### config.mk
export PLATFORM = sky130hd
export DESIGN_NAME = touch_to_pointer_translator_core
export DESIGN_NICKNAME = d
export VERILOG_FILES = /design/src/hdl/ttp_pkg.sv /design/src/hdl/touch_to_pointer_translator_core.sv /design/src/hdl/ttp_front.sv /design/src/hdl/ttp_queue.sv /design/src/hdl/ttp_back.sv
export SDC_FILE = /design/constraint.sdc
export NUM_CORES = 1
export LEC_CHECK = 0
export ABC_AREA = 1
export BUFFER_PORTS_ARGS = -buffer_cell sky130_fd_sc_hd__buf_2
export CAP_MARGIN = 20
export CELL_PAD_IN_SITES_DETAIL_PLACEMENT = 0
export CELL_PAD_IN_SITES_GLOBAL_PLACEMENT = 1
export CORE_MARGIN = 10
export CORE_UTILIZATION = 30
export CTS_BUF_LIST = sky130_fd_sc_hd__clkbuf_8 sky130_fd_sc_hd__clkbuf_16
export DETAILED_ROUTE_END_ITERATION = 16
export HOLD_SLACK_MARGIN = 0.1
export PLACE_DENSITY_LB_ADDON = 0.25
export SYNTH_ARGS = -nofsm -noshare
export SYNTH_HDL_FRONTEND = slang
export SYNTH_SLANG_ARGS = --single-unit
### constraint.sdc
create_clock -name clk_i -period 25.9 [get_ports clk_i]
set_input_delay 2.59 -clock clk_i [delete_from_list [all_inputs] [get_ports clk_i]]
set_output_delay 2.59 -clock clk_i [all_outputs]
set_load 0.02 [all_outputs]
### src/hdl/ttp_pkg.sv
// Package for the touch-to-pointer translator: command/result types, codes and
// the packing widths of the stream ports. No dependencies.
package ttp_pkg;

  localparam int unsigned IN_TDATA_W  = 128;
  localparam int unsigned OUT_TDATA_W = 56;
  localparam int unsigned CMD_W       = 3;
  localparam int unsigned CFG_IDX_W   = 1;
  localparam int unsigned CFG_DATA_W  = 8;
  localparam int unsigned QUEUE_DEPTH = 2;

  // raw command codes on the input tuser
  localparam logic [CMD_W-1:0] CMD_RESET = 3'd0;
  localparam logic [CMD_W-1:0] CMD_DOWN  = 3'd1;
  localparam logic [CMD_W-1:0] CMD_MOVE  = 3'd2;
  localparam logic [CMD_W-1:0] CMD_UP    = 3'd3;
  localparam logic [CMD_W-1:0] CMD_SEC   = 3'd4;
  localparam logic [CMD_W-1:0] CMD_MOUSE = 3'd5;
  localparam logic [CMD_W-1:0] CMD_FRAME = 3'd6;

  // configuration register indexes
  localparam logic [CFG_IDX_W-1:0] REG_LEFT  = 1'b0;
  localparam logic [CFG_IDX_W-1:0] REG_RIGHT = 1'b1;

  // result kinds
  localparam logic KIND_PTR   = 1'b0;
  localparam logic KIND_WHEEL = 1'b1;

  typedef enum logic [2:0] {
    OP_RESET, OP_DOWN, OP_MOVE, OP_UP, OP_SEC, OP_MOUSE, OP_FRAME
  } ttp_op_e;

  typedef struct packed {
    ttp_op_e     op;
    logic [63:0] tag;
    logic [15:0] x;
    logic [15:0] y;
    logic        inb;
    logic [7:0]  mbtn;
    logic [7:0]  wx;
    logic [7:0]  wy;
  } ttp_cmd_t;

  typedef struct packed {
    logic        kind;
    logic [15:0] x;
    logic [15:0] y;
    logic [7:0]  btn;
    logic [7:0]  wx;
    logic [7:0]  wy;
  } ttp_res_t;

  // queue status seen by the back end
  typedef struct packed {
    logic     empty;
    ttp_cmd_t head;
  } ttp_q_stat_t;

  function automatic ttp_res_t ptr_res(logic [15:0] x, logic [15:0] y, logic [7:0] b);
    ttp_res_t r;
    r.kind = KIND_PTR;
    r.x    = x;
    r.y    = y;
    r.btn  = b;
    r.wx   = 8'd0;
    r.wy   = 8'd0;
    return r;
  endfunction

  function automatic ttp_res_t wheel_res(logic [7:0] wx, logic [7:0] wy);
    ttp_res_t r;
    r.kind = KIND_WHEEL;
    r.x    = 16'd0;
    r.y    = 16'd0;
    r.btn  = 8'd0;
    r.wx   = wx;
    r.wy   = wy;
    return r;
  endfunction

endpackage

### src/hdl/touch_to_pointer_translator_core.sv
// Top level of the touch-to-pointer translator: front end, command queue, back end.
// Depends on ttp_pkg, ttp_front, ttp_queue, ttp_back.
//
//   channel  | direction | handshake             | payload
//   ---------+-----------+-----------------------+-------------------------------------
//   s_axis   | in        | tvalid/tready         | tuser command, tdata event fields
//   m_axis   | out       | tvalid/tready, tlast  | tuser kind, tdata pointer/wheel
//   cfg      | in        | cfg_we_i, no wait     | 1-bit index, 8-bit button code
//
// In the back end an event is dequeued with its tag lookup, then applied, then goes
// through the two pick states on the single slot read port when the pointer is
// recomputed, and the emit state moves each result into the output register once it is free.
// The front end keeps accepting into a two-entry queue while the back end works.
// A held output transfer stalls only the back end; the queue then fills.
// Reset is asynchronous: touch table empty, pointer at zero, masks 1 and 2.
module touch_to_pointer_translator_core
  import ttp_pkg::*;
#(
  parameter int unsigned MAX_TOUCHES = 4
) (
  input  logic                   clk_i,
  input  logic                   rst_ni,
  // configuration write
  input  logic                   cfg_we_i,
  input  logic [CFG_IDX_W-1:0]   cfg_idx_i,
  input  logic [CFG_DATA_W-1:0]  cfg_data_i,
  // event stream
  input  logic                   s_axis_tvalid_i,
  output logic                   s_axis_tready_o,
  input  logic [IN_TDATA_W-1:0]  s_axis_tdata_i,  // finger_tag[63:0], pos_x[79:64],
                                                  // pos_y[95:80], in_bounds[96],
                                                  // mouse_buttons[104:97],
                                                  // scroll_x[112:105], scroll_y[120:113]
  input  logic [CMD_W-1:0]       s_axis_tuser_i,  // command
  // pointer action stream
  output logic                   m_axis_tvalid_o,
  input  logic                   m_axis_tready_i,
  output logic [OUT_TDATA_W-1:0] m_axis_tdata_o,  // out_x[15:0], out_y[31:16],
                                                  // out_buttons[39:32],
                                                  // out_wheel_x[47:40], out_wheel_y[55:48]
  output logic                   m_axis_tuser_o,  // action_kind
  output logic                   m_axis_tlast_o   // last_of_run
);

  logic        q_full, q_push, q_pop;
  ttp_cmd_t    q_cmd;
  ttp_q_stat_t q_stat;
  ttp_res_t    res;

  ttp_front u_front (
    .s_axis_tvalid_i (s_axis_tvalid_i),
    .s_axis_tready_o (s_axis_tready_o),
    .s_axis_tdata_i  (s_axis_tdata_i),
    .s_axis_tuser_i  (s_axis_tuser_i),
    .q_full_i        (q_full),
    .push_o          (q_push),
    .cmd_o           (q_cmd)
  );

  ttp_queue u_queue (
    .clk_i  (clk_i),
    .rst_ni (rst_ni),
    .push_i (q_push),
    .cmd_i  (q_cmd),
    .full_o (q_full),
    .pop_i  (q_pop),
    .stat_o (q_stat)
  );

  ttp_back #(
    .MAX_TOUCHES (MAX_TOUCHES)
  ) u_back (
    .clk_i       (clk_i),
    .rst_ni      (rst_ni),
    .cfg_we_i    (cfg_we_i),
    .cfg_idx_i   (cfg_idx_i),
    .cfg_data_i  (cfg_data_i),
    .q_stat_i    (q_stat),
    .q_pop_o     (q_pop),
    .res_o       (res),
    .res_last_o  (m_axis_tlast_o),
    .res_valid_o (m_axis_tvalid_o),
    .res_ready_i (m_axis_tready_i)
  );

  assign m_axis_tdata_o = {res.wy, res.wx, res.btn, res.y, res.x};
  assign m_axis_tuser_o = res.kind;

endmodule

### src/hdl/ttp_front.sv
// Front end: accepts input transfers, unpacks and classifies them into commands.
// Depends on ttp_pkg.
module ttp_front
  import ttp_pkg::*;
(
  input  logic                  s_axis_tvalid_i,
  output logic                  s_axis_tready_o,
  input  logic [IN_TDATA_W-1:0] s_axis_tdata_i,  // tag, pos_x, pos_y, in_bounds, buttons, scroll_x, scroll_y
  input  logic [CMD_W-1:0]      s_axis_tuser_i,  // command
  input  logic                  q_full_i,
  output logic                  push_o,
  output ttp_cmd_t              cmd_o
);

  logic keep;

  always_comb begin
    cmd_o.tag  = s_axis_tdata_i[63:0];
    cmd_o.x    = s_axis_tdata_i[79:64];
    cmd_o.y    = s_axis_tdata_i[95:80];
    cmd_o.inb  = s_axis_tdata_i[96];
    cmd_o.mbtn = s_axis_tdata_i[104:97];
    cmd_o.wx   = s_axis_tdata_i[112:105];
    cmd_o.wy   = s_axis_tdata_i[120:113];
    cmd_o.op   = OP_RESET;
    keep       = 1'b1;
    unique case (s_axis_tuser_i)
      CMD_RESET: cmd_o.op = OP_RESET;
      CMD_DOWN: begin
        // a touch outside the screen has no effect at all
        cmd_o.op = OP_DOWN;
        keep     = s_axis_tdata_i[96];
      end
      CMD_MOVE:  cmd_o.op = OP_MOVE;
      CMD_UP:    cmd_o.op = OP_UP;
      CMD_SEC:   cmd_o.op = OP_SEC;
      CMD_MOUSE: cmd_o.op = OP_MOUSE;
      CMD_FRAME: cmd_o.op = OP_FRAME;
      default:   keep = 1'b0;
    endcase
  end

  assign s_axis_tready_o = ~q_full_i;
  assign push_o          = s_axis_tvalid_i & ~q_full_i & keep;

endmodule

### src/hdl/ttp_queue.sv
// Short command queue between front and back end, flip-flop storage.
// Depends on ttp_pkg.
module ttp_queue
  import ttp_pkg::*;
(
  input  logic        clk_i,
  input  logic        rst_ni,
  input  logic        push_i,
  input  ttp_cmd_t    cmd_i,
  output logic        full_o,
  input  logic        pop_i,
  output ttp_q_stat_t stat_o
);

  localparam int unsigned PtrW = $clog2(QUEUE_DEPTH);
  localparam int unsigned CntW = $clog2(QUEUE_DEPTH + 1);

  ttp_cmd_t            mem_q [QUEUE_DEPTH];
  logic [PtrW-1:0]     wr_ptr_q, wr_ptr_d;
  logic [PtrW-1:0]     rd_ptr_q, rd_ptr_d;
  logic [CntW-1:0]     cnt_q, cnt_d;

  always_comb begin
    wr_ptr_d = wr_ptr_q;
    rd_ptr_d = rd_ptr_q;
    cnt_d    = cnt_q;
    if (push_i) wr_ptr_d = wr_ptr_q + PtrW'(1);
    if (pop_i)  rd_ptr_d = rd_ptr_q + PtrW'(1);
    if (push_i && !pop_i) cnt_d = cnt_q + CntW'(1);
    if (!push_i && pop_i) cnt_d = cnt_q - CntW'(1);
  end

  always_ff @(posedge clk_i or negedge rst_ni) begin
    if (!rst_ni) begin
      wr_ptr_q <= '0;
      rd_ptr_q <= '0;
      cnt_q    <= '0;
    end else begin
      wr_ptr_q <= wr_ptr_d;
      rd_ptr_q <= rd_ptr_d;
      cnt_q    <= cnt_d;
    end
  end

  always_ff @(posedge clk_i) begin
    if (push_i) mem_q[wr_ptr_q] <= cmd_i;
  end

  assign full_o       = (cnt_q == CntW'(QUEUE_DEPTH));
  assign stat_o.empty = (cnt_q == '0);
  assign stat_o.head  = mem_q[rd_ptr_q];

endmodule

### src/hdl/ttp_back.sv
// Back end: touch table, pointer state and result sequencer with output register.
// Depends on ttp_pkg.
module ttp_back
  import ttp_pkg::*;
#(
  parameter int unsigned MAX_TOUCHES = 4
) (
  input  logic                  clk_i,
  input  logic                  rst_ni,
  input  logic                  cfg_we_i,
  input  logic [CFG_IDX_W-1:0]  cfg_idx_i,
  input  logic [CFG_DATA_W-1:0] cfg_data_i,
  input  ttp_q_stat_t           q_stat_i,
  output logic                  q_pop_o,
  output ttp_res_t              res_o,
  output logic                  res_last_o,
  output logic                  res_valid_o,
  input  logic                  res_ready_i
);

  localparam int unsigned IdxW = $clog2(MAX_TOUCHES);

  localparam logic [2:0] ST_IDLE   = 3'd0;
  localparam logic [2:0] ST_APPLY  = 3'd1;
  localparam logic [2:0] ST_PICK_A = 3'd2;
  localparam logic [2:0] ST_PICK_B = 3'd3;
  localparam logic [2:0] ST_EMIT   = 3'd4;

  // config
  logic [7:0] left_q, right_q;

  // touch table
  logic [MAX_TOUCHES-1:0] used_q, used_d;
  logic [63:0]            tag_q [MAX_TOUCHES];
  logic [15:0]            sx_q  [MAX_TOUCHES];
  logic [15:0]            sy_q  [MAX_TOUCHES];
  logic                   wr_en, wr_tag_en;
  logic [IdxW-1:0]        wr_idx;
  logic [15:0]            wr_x, wr_y;

  // pointer state
  logic [15:0] cur_x_q, cur_x_d, cur_y_q, cur_y_d;
  logic [7:0]  cur_btn_q, cur_btn_d;
  logic        known_q, known_d, pend_q, pend_d, armed_q, armed_d;
  logic [15:0] rel_x_q, rel_x_d, rel_y_q, rel_y_d;

  // sequencer
  logic [2:0]      state_q, state_d;
  ttp_cmd_t        ent_q, ent_d;
  logic            hit_q, hit_d, free_ok_q, free_ok_d, force_q, force_d;
  logic [IdxW-1:0] hit_idx_q, hit_idx_d, free_idx_q, free_idx_d;
  logic [16:0]     ax_q, ax_d, ay_q, ay_d;
  ttp_res_t        res_q [2];
  ttp_res_t        res_d [2];
  logic [1:0]      res_cnt_q, res_cnt_d;
  logic            emit_ptr_q, emit_ptr_d;

  // output register
  ttp_res_t out_q, out_d;
  logic     out_last_q, out_last_d, out_valid_q, out_valid_d;

  // lookups
  logic            lk_hit, lk_free_ok;
  logic [IdxW-1:0] lk_hit_idx, lk_free_idx;
  logic            first_ok, second_ok;
  logic [IdxW-1:0] first_idx, second_idx, rd_idx;
  logic [15:0]     rd_x, rd_y;

  always_ff @(posedge clk_i or negedge rst_ni) begin
    if (!rst_ni) begin
      left_q  <= 8'd1;
      right_q <= 8'd2;
    end else if (cfg_we_i) begin
      case (cfg_idx_i)
        REG_LEFT:  left_q  <= cfg_data_i;
        REG_RIGHT: right_q <= cfg_data_i;
        default: ;
      endcase
    end
  end

  // tag match and free slot, one comparator per slot on the queue head
  always_comb begin
    lk_hit      = 1'b0;
    lk_free_ok  = 1'b0;
    lk_hit_idx  = '0;
    lk_free_idx = '0;
    for (int i = 0; i < MAX_TOUCHES; i++) begin
      if (!lk_hit && used_q[i] && (tag_q[i] == q_stat_i.head.tag)) begin
        lk_hit     = 1'b1;
        lk_hit_idx = IdxW'(i);
      end
      if (!lk_free_ok && !used_q[i]) begin
        lk_free_ok  = 1'b1;
        lk_free_idx = IdxW'(i);
      end
    end
  end

  // two lowest used slots
  always_comb begin
    first_ok   = 1'b0;
    second_ok  = 1'b0;
    first_idx  = '0;
    second_idx = '0;
    for (int i = 0; i < MAX_TOUCHES; i++) begin
      if (used_q[i]) begin
        if (!first_ok) begin
          first_ok  = 1'b1;
          first_idx = IdxW'(i);
        end else if (!second_ok) begin
          second_ok  = 1'b1;
          second_idx = IdxW'(i);
        end
      end
    end
  end

  // single read port on the slot coordinates
  always_comb begin
    unique case (state_q)
      ST_PICK_A: rd_idx = first_idx;
      ST_PICK_B: rd_idx = second_idx;
      default:   rd_idx = hit_idx_q;
    endcase
    rd_x = sx_q[rd_idx];
    rd_y = sy_q[rd_idx];
  end

  always_comb begin
    logic [MAX_TOUCHES-1:0] remaining;
    logic [15:0]            rx, ry, nx, ny;
    logic [7:0]             nb;
    logic [16:0]            sum_x, sum_y, mid_x, mid_y;
    logic                   suppress;

    state_d     = state_q;
    ent_d       = ent_q;
    hit_d       = hit_q;
    hit_idx_d   = hit_idx_q;
    free_ok_d   = free_ok_q;
    free_idx_d  = free_idx_q;
    force_d     = force_q;
    ax_d        = ax_q;
    ay_d        = ay_q;
    res_d       = res_q;
    res_cnt_d   = res_cnt_q;
    emit_ptr_d  = emit_ptr_q;
    used_d      = used_q;
    cur_x_d     = cur_x_q;
    cur_y_d     = cur_y_q;
    cur_btn_d   = cur_btn_q;
    known_d     = known_q;
    pend_d      = pend_q;
    armed_d     = armed_q;
    rel_x_d     = rel_x_q;
    rel_y_d     = rel_y_q;
    wr_en       = 1'b0;
    wr_tag_en   = 1'b0;
    wr_idx      = hit_idx_q;
    wr_x        = ent_q.x;
    wr_y        = ent_q.y;
    q_pop_o     = 1'b0;
    out_d       = out_q;
    out_last_d  = out_last_q;
    out_valid_d = out_valid_q & ~res_ready_i;

    remaining = used_q & ~(MAX_TOUCHES'(1) << hit_idx_q);
    rx        = ent_q.inb ? ent_q.x : rd_x;
    ry        = ent_q.inb ? ent_q.y : rd_y;
    sum_x     = ax_q + {rd_x[15], rd_x};
    sum_y     = ay_q + {rd_y[15], rd_y};
    // truncate toward zero: bias negative sums by one before the shift
    mid_x     = sum_x + {16'd0, sum_x[16]};
    mid_y     = sum_y + {16'd0, sum_y[16]};
    nx        = second_ok ? mid_x[16:1] : ax_q[15:0];
    ny        = second_ok ? mid_y[16:1] : ay_q[15:0];
    nb        = second_ok ? right_q : left_q;
    suppress  = !force_q && known_q && (nx == cur_x_q) && (ny == cur_y_q) &&
                (nb == cur_btn_q);

    unique case (state_q)
      ST_IDLE: begin
        if (!q_stat_i.empty) begin
          q_pop_o    = 1'b1;
          ent_d      = q_stat_i.head;
          hit_d      = lk_hit;
          hit_idx_d  = lk_hit_idx;
          free_ok_d  = lk_free_ok;
          free_idx_d = lk_free_idx;
          res_cnt_d  = 2'd0;
          emit_ptr_d = 1'b0;
          state_d    = ST_APPLY;
        end
      end

      ST_APPLY: begin
        state_d = ST_EMIT;
        unique case (ent_q.op)
          OP_RESET: begin
            if (cur_btn_q != 8'd0) begin
              res_d[0]  = ptr_res(cur_x_q, cur_y_q, 8'd0);
              res_cnt_d = 2'd1;
            end
            used_d    = '0;
            cur_x_d   = 16'd0;
            cur_y_d   = 16'd0;
            cur_btn_d = 8'd0;
            known_d   = 1'b0;
            pend_d    = 1'b0;
            armed_d   = 1'b0;
            rel_x_d   = 16'd0;
            rel_y_d   = 16'd0;
          end
          OP_DOWN: begin
            if (pend_q) begin
              res_d[0]  = ptr_res(rel_x_q, rel_y_q, 8'd0);
              res_cnt_d = 2'd1;
              cur_x_d   = rel_x_q;
              cur_y_d   = rel_y_q;
              cur_btn_d = 8'd0;
              known_d   = 1'b1;
              pend_d    = 1'b0;
              armed_d   = 1'b0;
            end
            if (hit_q || free_ok_q) begin
              wr_idx         = hit_q ? hit_idx_q : free_idx_q;
              wr_en          = 1'b1;
              wr_tag_en      = 1'b1;
              used_d[wr_idx] = 1'b1;
              force_d        = 1'b1;
              state_d        = ST_PICK_A;
            end
          end
          OP_MOVE: begin
            if (hit_q) begin
              wr_en   = ent_q.inb;
              force_d = 1'b0;
              state_d = ST_PICK_A;
            end
          end
          OP_UP: begin
            if (hit_q) begin
              used_d[hit_idx_q] = 1'b0;
              if (remaining == '0) begin
                // last finger lifted: hold the release for the frame ticks
                if (cur_btn_q != 8'd0) begin
                  pend_d  = 1'b1;
                  armed_d = 1'b0;
                  rel_x_d = rx;
                  rel_y_d = ry;
                  cur_x_d = rx;
                  cur_y_d = ry;
                  known_d = 1'b1;
                end
              end else begin
                force_d = 1'b1;
                state_d = ST_PICK_A;
              end
            end
          end
          OP_SEC: begin
            if (used_q == '0 && !pend_q) begin
              res_d[0]  = ptr_res(ent_q.x, ent_q.y, right_q);
              res_d[1]  = ptr_res(ent_q.x, ent_q.y, 8'd0);
              res_cnt_d = 2'd2;
            end
          end
          OP_MOUSE: begin
            if (used_q == '0 && !pend_q) begin
              res_d[0]  = ptr_res(ent_q.x, ent_q.y, ent_q.mbtn);
              res_cnt_d = 2'd1;
              cur_x_d   = ent_q.x;
              cur_y_d   = ent_q.y;
              cur_btn_d = ent_q.mbtn;
              known_d   = 1'b1;
              if (ent_q.wx != 8'd0 || ent_q.wy != 8'd0) begin
                res_d[1]  = wheel_res(ent_q.wx, ent_q.wy);
                res_cnt_d = 2'd2;
              end
            end
          end
          OP_FRAME: begin
            if (pend_q) begin
              if (armed_q) begin
                res_d[0]  = ptr_res(rel_x_q, rel_y_q, 8'd0);
                res_cnt_d = 2'd1;
                cur_x_d   = rel_x_q;
                cur_y_d   = rel_y_q;
                cur_btn_d = 8'd0;
                known_d   = 1'b1;
                pend_d    = 1'b0;
                armed_d   = 1'b0;
              end else begin
                armed_d = 1'b1;
              end
            end else if (used_q != '0) begin
              force_d = 1'b1;
              state_d = ST_PICK_A;
            end
          end
          default: ;
        endcase
      end

      ST_PICK_A: begin
        ax_d    = {rd_x[15], rd_x};
        ay_d    = {rd_y[15], rd_y};
        state_d = ST_PICK_B;
      end

      ST_PICK_B: begin
        if (!suppress) begin
          res_d[res_cnt_q[0]] = ptr_res(nx, ny, nb);
          res_cnt_d           = res_cnt_q + 2'd1;
          cur_x_d             = nx;
          cur_y_d             = ny;
          cur_btn_d           = nb;
          known_d             = 1'b1;
        end
        state_d = ST_EMIT;
      end

      ST_EMIT: begin
        if (res_cnt_q == 2'd0) begin
          state_d = ST_IDLE;
        end else if (!out_valid_q || res_ready_i) begin
          out_valid_d = 1'b1;
          out_d       = res_q[emit_ptr_q];
          out_last_d  = ({1'b0, emit_ptr_q} + 2'd1 == res_cnt_q);
          if ({1'b0, emit_ptr_q} + 2'd1 == res_cnt_q) begin
            emit_ptr_d = 1'b0;
            state_d    = ST_IDLE;
          end else begin
            emit_ptr_d = 1'b1;
          end
        end
      end

      default: state_d = ST_IDLE;
    endcase
  end

  always_ff @(posedge clk_i or negedge rst_ni) begin
    if (!rst_ni) begin
      state_q     <= ST_IDLE;
      used_q      <= '0;
      cur_x_q     <= 16'd0;
      cur_y_q     <= 16'd0;
      cur_btn_q   <= 8'd0;
      known_q     <= 1'b0;
      pend_q      <= 1'b0;
      armed_q     <= 1'b0;
      rel_x_q     <= 16'd0;
      rel_y_q     <= 16'd0;
      res_cnt_q   <= 2'd0;
      emit_ptr_q  <= 1'b0;
      out_valid_q <= 1'b0;
    end else begin
      state_q     <= state_d;
      used_q      <= used_d;
      cur_x_q     <= cur_x_d;
      cur_y_q     <= cur_y_d;
      cur_btn_q   <= cur_btn_d;
      known_q     <= known_d;
      pend_q      <= pend_d;
      armed_q     <= armed_d;
      rel_x_q     <= rel_x_d;
      rel_y_q     <= rel_y_d;
      res_cnt_q   <= res_cnt_d;
      emit_ptr_q  <= emit_ptr_d;
      out_valid_q <= out_valid_d;
    end
  end

  // payload, only read where qualified by valid state
  always_ff @(posedge clk_i) begin
    ent_q      <= ent_d;
    hit_q      <= hit_d;
    hit_idx_q  <= hit_idx_d;
    free_ok_q  <= free_ok_d;
    free_idx_q <= free_idx_d;
    force_q    <= force_d;
    ax_q       <= ax_d;
    ay_q       <= ay_d;
    res_q      <= res_d;
    out_q      <= out_d;
    out_last_q <= out_last_d;
    if (wr_en) begin
      sx_q[wr_idx] <= wr_x;
      sy_q[wr_idx] <= wr_y;
    end
    if (wr_tag_en) tag_q[wr_idx] <= ent_q.tag;
  end

  assign res_o       = out_q;
  assign res_last_o  = out_last_q;
  assign res_valid_o = out_valid_q;

`ifndef NO_ASSERTIONS
  a_res_cnt: assert property (@(posedge clk_i) disable iff (!rst_ni)
    res_cnt_q != 2'd3)
    else $error("result count overflow");

  a_pend_no_touch: assert property (@(posedge clk_i) disable iff (!rst_ni)
    pend_q |-> (used_q == '0))
    else $error("release pending while touches active");

  a_armed_pend: assert property (@(posedge clk_i) disable iff (!rst_ni)
    armed_q |-> pend_q)
    else $error("release armed without pending release");

  a_pick_touch: assert property (@(posedge clk_i) disable iff (!rst_ni)
    (state_q == ST_PICK_A || state_q == ST_PICK_B) |-> first_ok)
    else $error("pointer pick with empty touch table");
`endif

endmodule

After elaboration in Yosys (flattened, before gate mapping)
Memory sizes are Yosys's and may differ from the RTL's.
Index checks and enable logic that the tools add are counted.
{"block": "word_totals", "romBits": 0, "ram_bits": 632, "memories": 4, "out_inout_bits": 60, "inputBits": 145, "elab_cells": 393, "register_bits": 441, "latch_bits": 0}
{"block": "op_classes", "muxes": 171, "n_bitwise": 15, "eq_ne": 55, "addsub": 10, "n_div": 0, "n_reduce_logical": 76, "magnitude_cmp": 7, "shifts": 1, "mul": 0}
{"memory": "u_back.tag_q", "depth": 4, "word_bits": 64, "read_ports": 4, "rd_clocked_by_memory_dff": 0, "wr": 1, "line_no": "ttp_back.sv:34", "source": "logic [63:0] tag_q [MAX_TOUCHES];"}
{"memory": "u_queue.mem_q", "depth": 2, "word_bits": 124, "read_ports": 1, "rd_clocked_by_memory_dff": 0, "wr": 1, "line_no": "ttp_queue.sv:18", "source": "ttp_cmd_t mem_q [QUEUE_DEPTH];"}
{"memory": "u_back.sx_q", "depth": 4, "word_bits": 16, "read_ports": 1, "rd_clocked_by_memory_dff": 0, "wr": 1, "line_no": "ttp_back.sv:35", "source": "logic [15:0] sx_q [MAX_TOUCHES];"}
{"memory": "u_back.sy_q", "depth": 4, "word_bits": 16, "read_ports": 1, "rd_clocked_by_memory_dff": 0, "wr": 1, "line_no": "ttp_back.sv:36", "source": "logic [15:0] sy_q [MAX_TOUCHES];"}
{"op": "2-to-1 mux 57 bit", "n": 9}
{"op": "2-to-1 mux 114 bit", "n": 3}
{"op": "2-to-1 mux 16 bit", "n": 20}
{"op": "case mux 57 bit (5 select lines)", "n": 1}
{"op": "== test 64 bit", "n": 4}
{"op": "case mux 114 bit (2 select lines)", "n": 1}
{"op": "case mux 16 bit (5 select lines)", "n": 2}
{"op": "case mux 16 bit (2 select lines)", "n": 4}
{"op": "bitwise mux 114 bit", "n": 1}
{"op": "case mux 57 bit (2 select lines)", "n": 1}
{"op": "2-to-1 mux 1 bit", "n": 64}
{"op": "demux 57 bit (select 1 bit)", "n": 1}
{"op": "2-to-1 mux 2 bit", "n": 27}
{"op": "2-to-1 mux 8 bit", "n": 6}
{"op": "adder 16 x 16 -> 17 bit", "n": 2}
{"op": "adder 17 x 1 -> 17 bit", "n": 2}
{"op": "== test 16 bit", "n": 2}
{"op": "case mux 8 bit (4 select lines)", "n": 1}
{"op": "2-to-1 mux 3 bit", "n": 10}
{"op": "!= test 3 x 2 -> 1 bit, second input constant", "n": 10}
{"op": "nonzero test 8 bit", "n": 3}
{"op": "== test 3 bit, second input constant", "n": 7}
{"op": "logical AND 1 bit", "n": 20}
{"op": "AND reduction 10 bit", "n": 2}
{"op": "58 further kinds", "n": 132}

Depth between registers and ports, before layout
An unclocked memory read counts as a cell.
{"block": "depth", "word_depth": 20, "mapped_depth": 49, "depth_no_buf": 48}

Modules after synthesis
Synthesis repeated with hierarchy kept, for this count alone.
{"block": "hier_totals", "cells_unflattened": 4489, "area_unflattened_um2": 49528.8}
{"mod": "ttp_back", "instances": 1, "cells_each": 3685, "seq_area_each_um2": 24145.7, "area_each_um2": 38818.5}
{"mod": "ttp_queue", "instances": 1, "cells_each": 672, "seq_area_each_um2": 7547.2, "area_each_um2": 9745.6}
{"mod": "ttp_front", "instances": 1, "cells_each": 132, "seq_area_each_um2": 0.0, "area_each_um2": 964.7}

Least setup slack after synthesis
Ideal clock, no wire load.
{"block": "synth_path", "path_kind": "register to register", "from": "register u_back.state_q[0]", "to": "register u_queue.cnt_q[1]", "path_stages_with_launch": 8, "n_path_buf": 0, "synth_period_minus_slack_ns": 11.286, "setup_time_ns": 0.124, "setup_slack_ns": 14.614, "required_ns": 25.776, "t_arrival_ns": 11.162, "path_cell_list": "dfrtp_1 nor2_1 inv_1 nor3_1 ha_1 a21oi_1 o21ai_0 xnor2_1"}
{"block": "synth_between", "elab_chain_cells": 5, "word_cells_on_any_way": 7, "classes_between": "mux: 2; reduce/logical: 5"}
{"item": "from (decl)", "line_no": "ttp_back.sv:48", "source": "logic [2:0] state_q, state_d;"}
{"item": "from (signal assigned)", "line_no": "ttp_back.sv:360", "source": "state_q <= state_d;"}
{"item": "logical NOT 3 bit (*)", "line_no": "ttp_back.sv:182", "source": "unique case (state_q)"}
{"item": "2-to-1 mux 1 bit (*)", "line_no": "ttp_back.sv:182"}
{"item": "net q_pop", "line_no": "touch_to_pointer_translator_core.sv:45", "source": "logic q_full, q_push, q_pop;"}
{"item": "logical NOT 1 bit", "line_no": "ttp_queue.sv:29", "source": "if (push_i && !pop_i) cnt_d = cnt_q + CntW'(1);"}
{"item": "logical AND 1 bit", "line_no": "ttp_queue.sv:29"}
{"item": "nonzero test 2 bit (no source line)"}
{"item": "to (signal assigned)", "line_no": "ttp_queue.sv:41", "source": "cnt_q <= cnt_d;"}
{"item": "to (decl)", "line_no": "ttp_queue.sv:21", "source": "logic [CntW-1:0] cnt_q, cnt_d;"}
Mark *: on every way through the listed nets, which the timed path passes. The rest lies on a longest branch.
A chain may end at the register's enable or synchronous reset.

Worst setup path in the final report
{"block": "layout_path", "from": "register u_back.state_q[0]", "to": "register u_back.cur_y_q[15]"}
{"block": "layout_between", "elab_chain_cells": 12, "word_cells_on_any_way": 35, "classes_between": "add/sub: 4; eq/ne: 14; mux: 10; reduce/logical: 5; memory: 2"}
{"item": "== test 3 x 2 -> 1 bit", "line_no": "ttp_back.sv:121", "source": "unique case (state_q)"}
{"item": "case mux 2 bit (2 select lines) (*)", "line_no": "ttp_back.sv:121"}
{"item": "memory read (4 x 16 bit) (*)"}
{"item": "net u_back.rd_x[0]", "line_no": "ttp_back.sv:67", "source": "logic [15:0] rd_x, rd_y;"}
{"item": "adder 16 x 16 -> 17 bit (*)", "line_no": "ttp_back.sv:171", "source": "sum_x = ax_q + {rd_x[15], rd_x};"}
{"item": "adder 17 x 1 -> 17 bit (*)", "line_no": "ttp_back.sv:174", "source": "mid_x = sum_x + {16'd0, sum_x[16]};"}
{"item": "2-to-1 mux 16 bit (*)", "line_no": "ttp_back.sv:176", "source": "nx = second_ok ? mid_x[16:1] : ax_q[15:0];"}
{"item": "== test 16 bit (*)", "line_no": "ttp_back.sv:179", "source": "suppress = !force_q && known_q && (nx == cur_x_q) && (ny == cur_y_q) &&"}
{"item": "logical AND 1 bit (*) (3 in series)", "line_no": "ttp_back.sv:179"}
{"item": "!= test 2 bit (no source line) (*)"}
{"item": "AND reduction 10 bit (no source line) (*)"}
{"item": "to (signal assigned)", "line_no": "ttp_back.sv:363", "source": "cur_y_q <= cur_y_d;"}
{"item": "to (decl)", "line_no": "ttp_back.sv:42", "source": "logic [15:0] cur_x_q, cur_x_d, cur_y_q, cur_y_d;"}
Mark *: on every way through the listed nets, which the timed path passes. The rest lies on a longest branch. The select of a mux whose other input is x is not followed.

==> impl_metrics.yaml <==
sta:
  rsz0062_at_grt: "false"
  fin_ws_ps: 16050
  worstMarginPinSlew_ps: 1080
  slew-limit-headroom_pct: 28.3
  clock-skew-final_ps: 25.2
  min_period_ps: 9850
  fin_tns_setup_ps: 0
  finalHoldViolations: 0
  fin_crit_sh_pct: 38.0
  timing.final.setup_violations: 0
  final_max_slew_viol_count: 0
  max_freq_ghz: 0.102
logic_synthesis:
  synth_cell_type_count: 60
  yosys_register_bits: 1073
  netlist_instances: 4345
  synth_area_um2: 47400
  synth_fp_nets: 4533
  post_synth.cell_area_avg_um2: 10.9
  synth.yosys.warnings: 0
  yosysSeqAreaShare_pct: 66.9
worst_setup_path:
  endpoint_kind: "flip-flop"
  rr_worst_depth: 45
  timing.critical_path.mode_cell: "sky130_fd_sc_hd__nand2_1"
  start_kind: "flip-flop"
  rr_endpoint: "u_back.cur_y_q[15]$_DFFE_PN0P_"
  worstPathBufferInverterCount: 10
  critical_path.top_delay_family: "simple AND/OR/NAND/NOR gates"
  origin_of_the_critical_flop_to_flop_path: "u_back.state_q[0]$_DFFE_PN0P_"
  timing.critical_path.slowest_stage_cell: "sky130_fd_sc_hd__nand2_4"
  critPathArrivalTime_ps: 10520
  worstPathRequired_ps: 26570
  setup.worst_path.class: "flip-flop to flip-flop"
  r2r_slack_ps: 16050
  max_stage_delay_ps: 830
  worstPathMaxFanout: 59
cells_and_area:
  num_antenna_cells: 0
  mostFrequentLayoutCell: "sky130_fd_sc_hd__nand2_1"
  finalCoreUtilization_pct: 35.0
  highest_count_cells_in_the_layout_ignoring_fill_and_taps: "1341 x sky130_fd_sc_hd__nand2_1, 967 x sky130_fd_sc_hd__edfxtp_1, 409 x sky130_fd_sc_hd__inv_1"
  nNetsFinal: 4754
  layout-drive-gt1-share_pct: 11.3
  synthToLayoutAreaGrowth_pct: 15.6
clock_network:
  insertion_delay_ps: 750
  tritoncts.num_buffers: 120
  clock_sink_count: 1073
  path_clk_slew_ps: 60
  cts_tree: "yes"
  cts_root_buffer: "sky130_fd_sc_hd__clkbuf_16"
  cts.repair.resized: 0
  hold_fix_buffers_cts: 0
  cts.repair_timing.setup_buffer_count: 0
  cts_buffer_depth: 3
  htree_levels: 3
floorplan:
  initial_core_util_pct: 30.3
  placement_rows: 145
  fp.dieH_um: 417
  io-pin-count: 205
  coreArea_um2: 157000
  floorplan.die.width_um: 417
  die_outline_area_um2: 174000
grt:
  grt_start_max_net_pins: 133
  grt-ovfl-total: 0
  grt_pass1_wl_um: 212000
  grt_util_all_layers_pct: 16.1
  via_count_of_the_first_global_routing_pass: 31600
  number_of_antenna_violations_at_the_first_check_in_global_routing: 28
power_and_ir_drop:
  worst_ir_drop_vdd_mv: 0.0831
  power_frac_clock_pct: 23.6
  power.sequential.fraction_pct: 39.2
  cellPowerDensity_nw_per_um2: 131
  internal-power_mw: 4.25
  power_dissipated_by_switching_net_loads_mw: 2.93
  total_leakage_power_nw: 21.5
  power.switching_fraction_pct: 40.8
  comb_power_share_pct: 37.2
min_path:
  worst_hold_path.endpoint: "u_back.tag_q[2][4]$_DFFE_PP_"
  hold_class: "flip-flop to flip-flop"
  holdPathStages: 0
  worst_hold_startpoint: "u_back.ent_q[61]$_DFFE_PP_"
placement:
  detailedPlace.worstSlack_ps: 16020
  placement.io_buffers: 197
  dp_hpwl_um: 99100
  gp_congestion: 0.876
detailed_routing:
  route.final.wire_length_um: 144000
  vias_per_cell: 4.85
  detailroute.via_count: 32600
  detail_route.wl_per_cell_um: 21.5
  first_iter_violations: 2638
  detail_route.first_pass.iterations: 6
  remaining_drc_errors: 0
  antenna_violation_net_count_after_detailed_routing: 0
run:
  max_cap_viols: 0
status:
  outcome: "finished clean"
-- sequential cells by signal, summed over array words and instances (netlist names), 2 cells and up --
register	count
u_back.cur_x_q	16
u_queue.cnt_q	2
u_back.sx_q	64
u_back.used_q	4
u_back.cur_btn_q	8
u_back.hit_idx_q	2
u_back.ent_q	92
u_back.rel_y_q	16
u_back.cur_y_q	16
u_back.res_o	57
u_queue.mem_q	248
u_back.state_q	3
u_back.rel_x_q	16
u_back.res_q	114
u_back.left_q	8
u_back.right_q	8
u_back.tag_q	256
u_back.wr_x	16
u_back.ax_q	16
u_back.free_idx_q	2
u_back.res_cnt_q	2
u_back.ay_q	16
u_back.wr_y	16
u_back.sy_q	64
-- final cells by class --
class | instances | area (um2)
Timing Repair Buffer | 246 | 1390
Multi-Input combinational cell | 2728 | 13700
Sequential cell | 1073 | 31700
Clock inverter | 93 | 807
Fill cell | 15700 | 102000
Inverter | 397 | 1490
Tap cell | 2058 | 2570
Clock buffer | 126 | 3110
-- cells in the mapped netlist, drive strengths merged --
library cell / count / share of area, %
a311oi: 1 / 0.018
edfxtp: 967 / 61
fa: 2 / 0.084
nor2: 195 / 1.6
a221o: 1 / 0.021
a22oi: 32 / 0.51
xor2: 28 / 0.52
o22ai: 53 / 0.70
o31ai: 1 / 0.016
dfrtp: 104 / 5.5
o211ai: 7 / 0.11
a22o: 10 / 0.18
o21bai: 3 / 0.048
or4: 3 / 0.048
and2: 5 / 0.066
nand2: 1365 / 11
a31oi: 14 / 0.18
o221ai: 19 / 0.35
a21boi: 5 / 0.079
ha: 41 / 1.1
nand3b: 11 / 0.17
a2111oi: 1 / 0.018
o2111ai: 5 / 0.092
nand3: 204 / 2.2
nor3: 21 / 0.23
clkinv: 2 / 0.016
buf: 38 / 0.42
dfstp: 2 / 0.11
clkbuf: 109 / 0.86
and3: 4 / 0.053
o21ai: 298 / 3.2
or2: 24 / 0.32
a32o: 3 / 0.063
nor4: 26 / 0.34
o221a: 1 / 0.024
xnor2: 103 / 1.9
o2111a: 1 / 0.024
nand4: 51 / 0.67
a21oi: 99 / 1.1
o32ai: 33 / 0.61
a211oi: 6 / 0.095
inv: 395 / 3.1
a32oi: 29 / 0.54
a221oi: 23 / 0.43
-- through the flow --
step	hold WS, ps	cell area (um2)	instances	power (mW)
detailed placement	464	50900	6501	5.55
global placement	456	50900	6501	5.54
global route	501	54800	6721	7.67
finish	470	54800	6721	7.19
floorplan	442	47400	4345	4.54
CTS	470	54800	6720	7.27
-- logic make-up (layout without fill, tap and decap cells) --
group           count (synthesis)  count (layout)  share of synthesized area [%]
compound gates                645             645                           8.34
simple gates                 1909            1909                           16.8
flops                        1073            1073                           66.9
fa+ha+maj                      43              43                           1.17
buf+inv                       544             862                           4.43
xor+xnor                      131             131                           2.42
-- worst register-to-register path, delay by kind of cell, from the launching register on --
kind                       cells  cell delay (ps)
DFF                            1              400
buffers and inverters         10             2060
and+or+nand+nor               29             5450
adders and majority gates      3              940
AOI/OAI and AO/OA              3              920
-- layer usage --
layer | GRT usage (%) | part of all wire, % | vias to the layer above
met5 | 0 | 0.014 | -
met4 | 4.25 | 2.7 | 2
met3 | 2.31 | 4.7 | 267
met2 | 27.0 | 48 | 915
met1 | 21.7 | 45 | 15800
li1 | - | - | 15600
-- worst max-delay path by stage --
stage / slack, ps / depth (start not counted) / endpoint / from
finish: 16050 / 45 / u_back.cur_y_q[15]$_DFFE_PN0P_ / u_back.state_q[0]$_DFFE_PN0P_
global route: 15100 / 47 / u_back.cur_y_q[15]$_DFFE_PN0P_ / u_back.state_q[1]$_DFFE_PN0P_
CTS: 15970 / 47 / u_back.cur_x_q[2]$_DFFE_PN0P_ / u_back.state_q[1]$_DFFE_PN0P_
global placement: 16000 / 47 / u_back.cur_x_q[4]$_DFFE_PN0P_ / u_back.state_q[1]$_DFFE_PN0P_
detailed placement: 16020 / 47 / u_back.cur_x_q[7]$_DFFE_PN0P_ / u_back.state_q[1]$_DFFE_PN0P_
floorplan: 14610 / 7 / u_queue.cnt_q[1]$_DFFE_PN0P_ / u_back.state_q[0]$_DFFE_PN0P_
-- power groups by stage --
| stage | combinational [mW] | clock (mW) | sequential (mW) |
|---|---|---|---|
| after floorplan | 1.75 | 0 | 2.79 |
| after global placement | 2.70 | 0 | 2.84 |
| after detailed placement | 2.70 | 0 | 2.85 |
| after CTS | 2.71 | 1.74 | 2.82 |
| after global routing | 2.99 | 1.82 | 2.86 |
| final | 2.67 | 1.70 | 2.82 |
No activity file was read; power rests on OpenSTA's default activity.
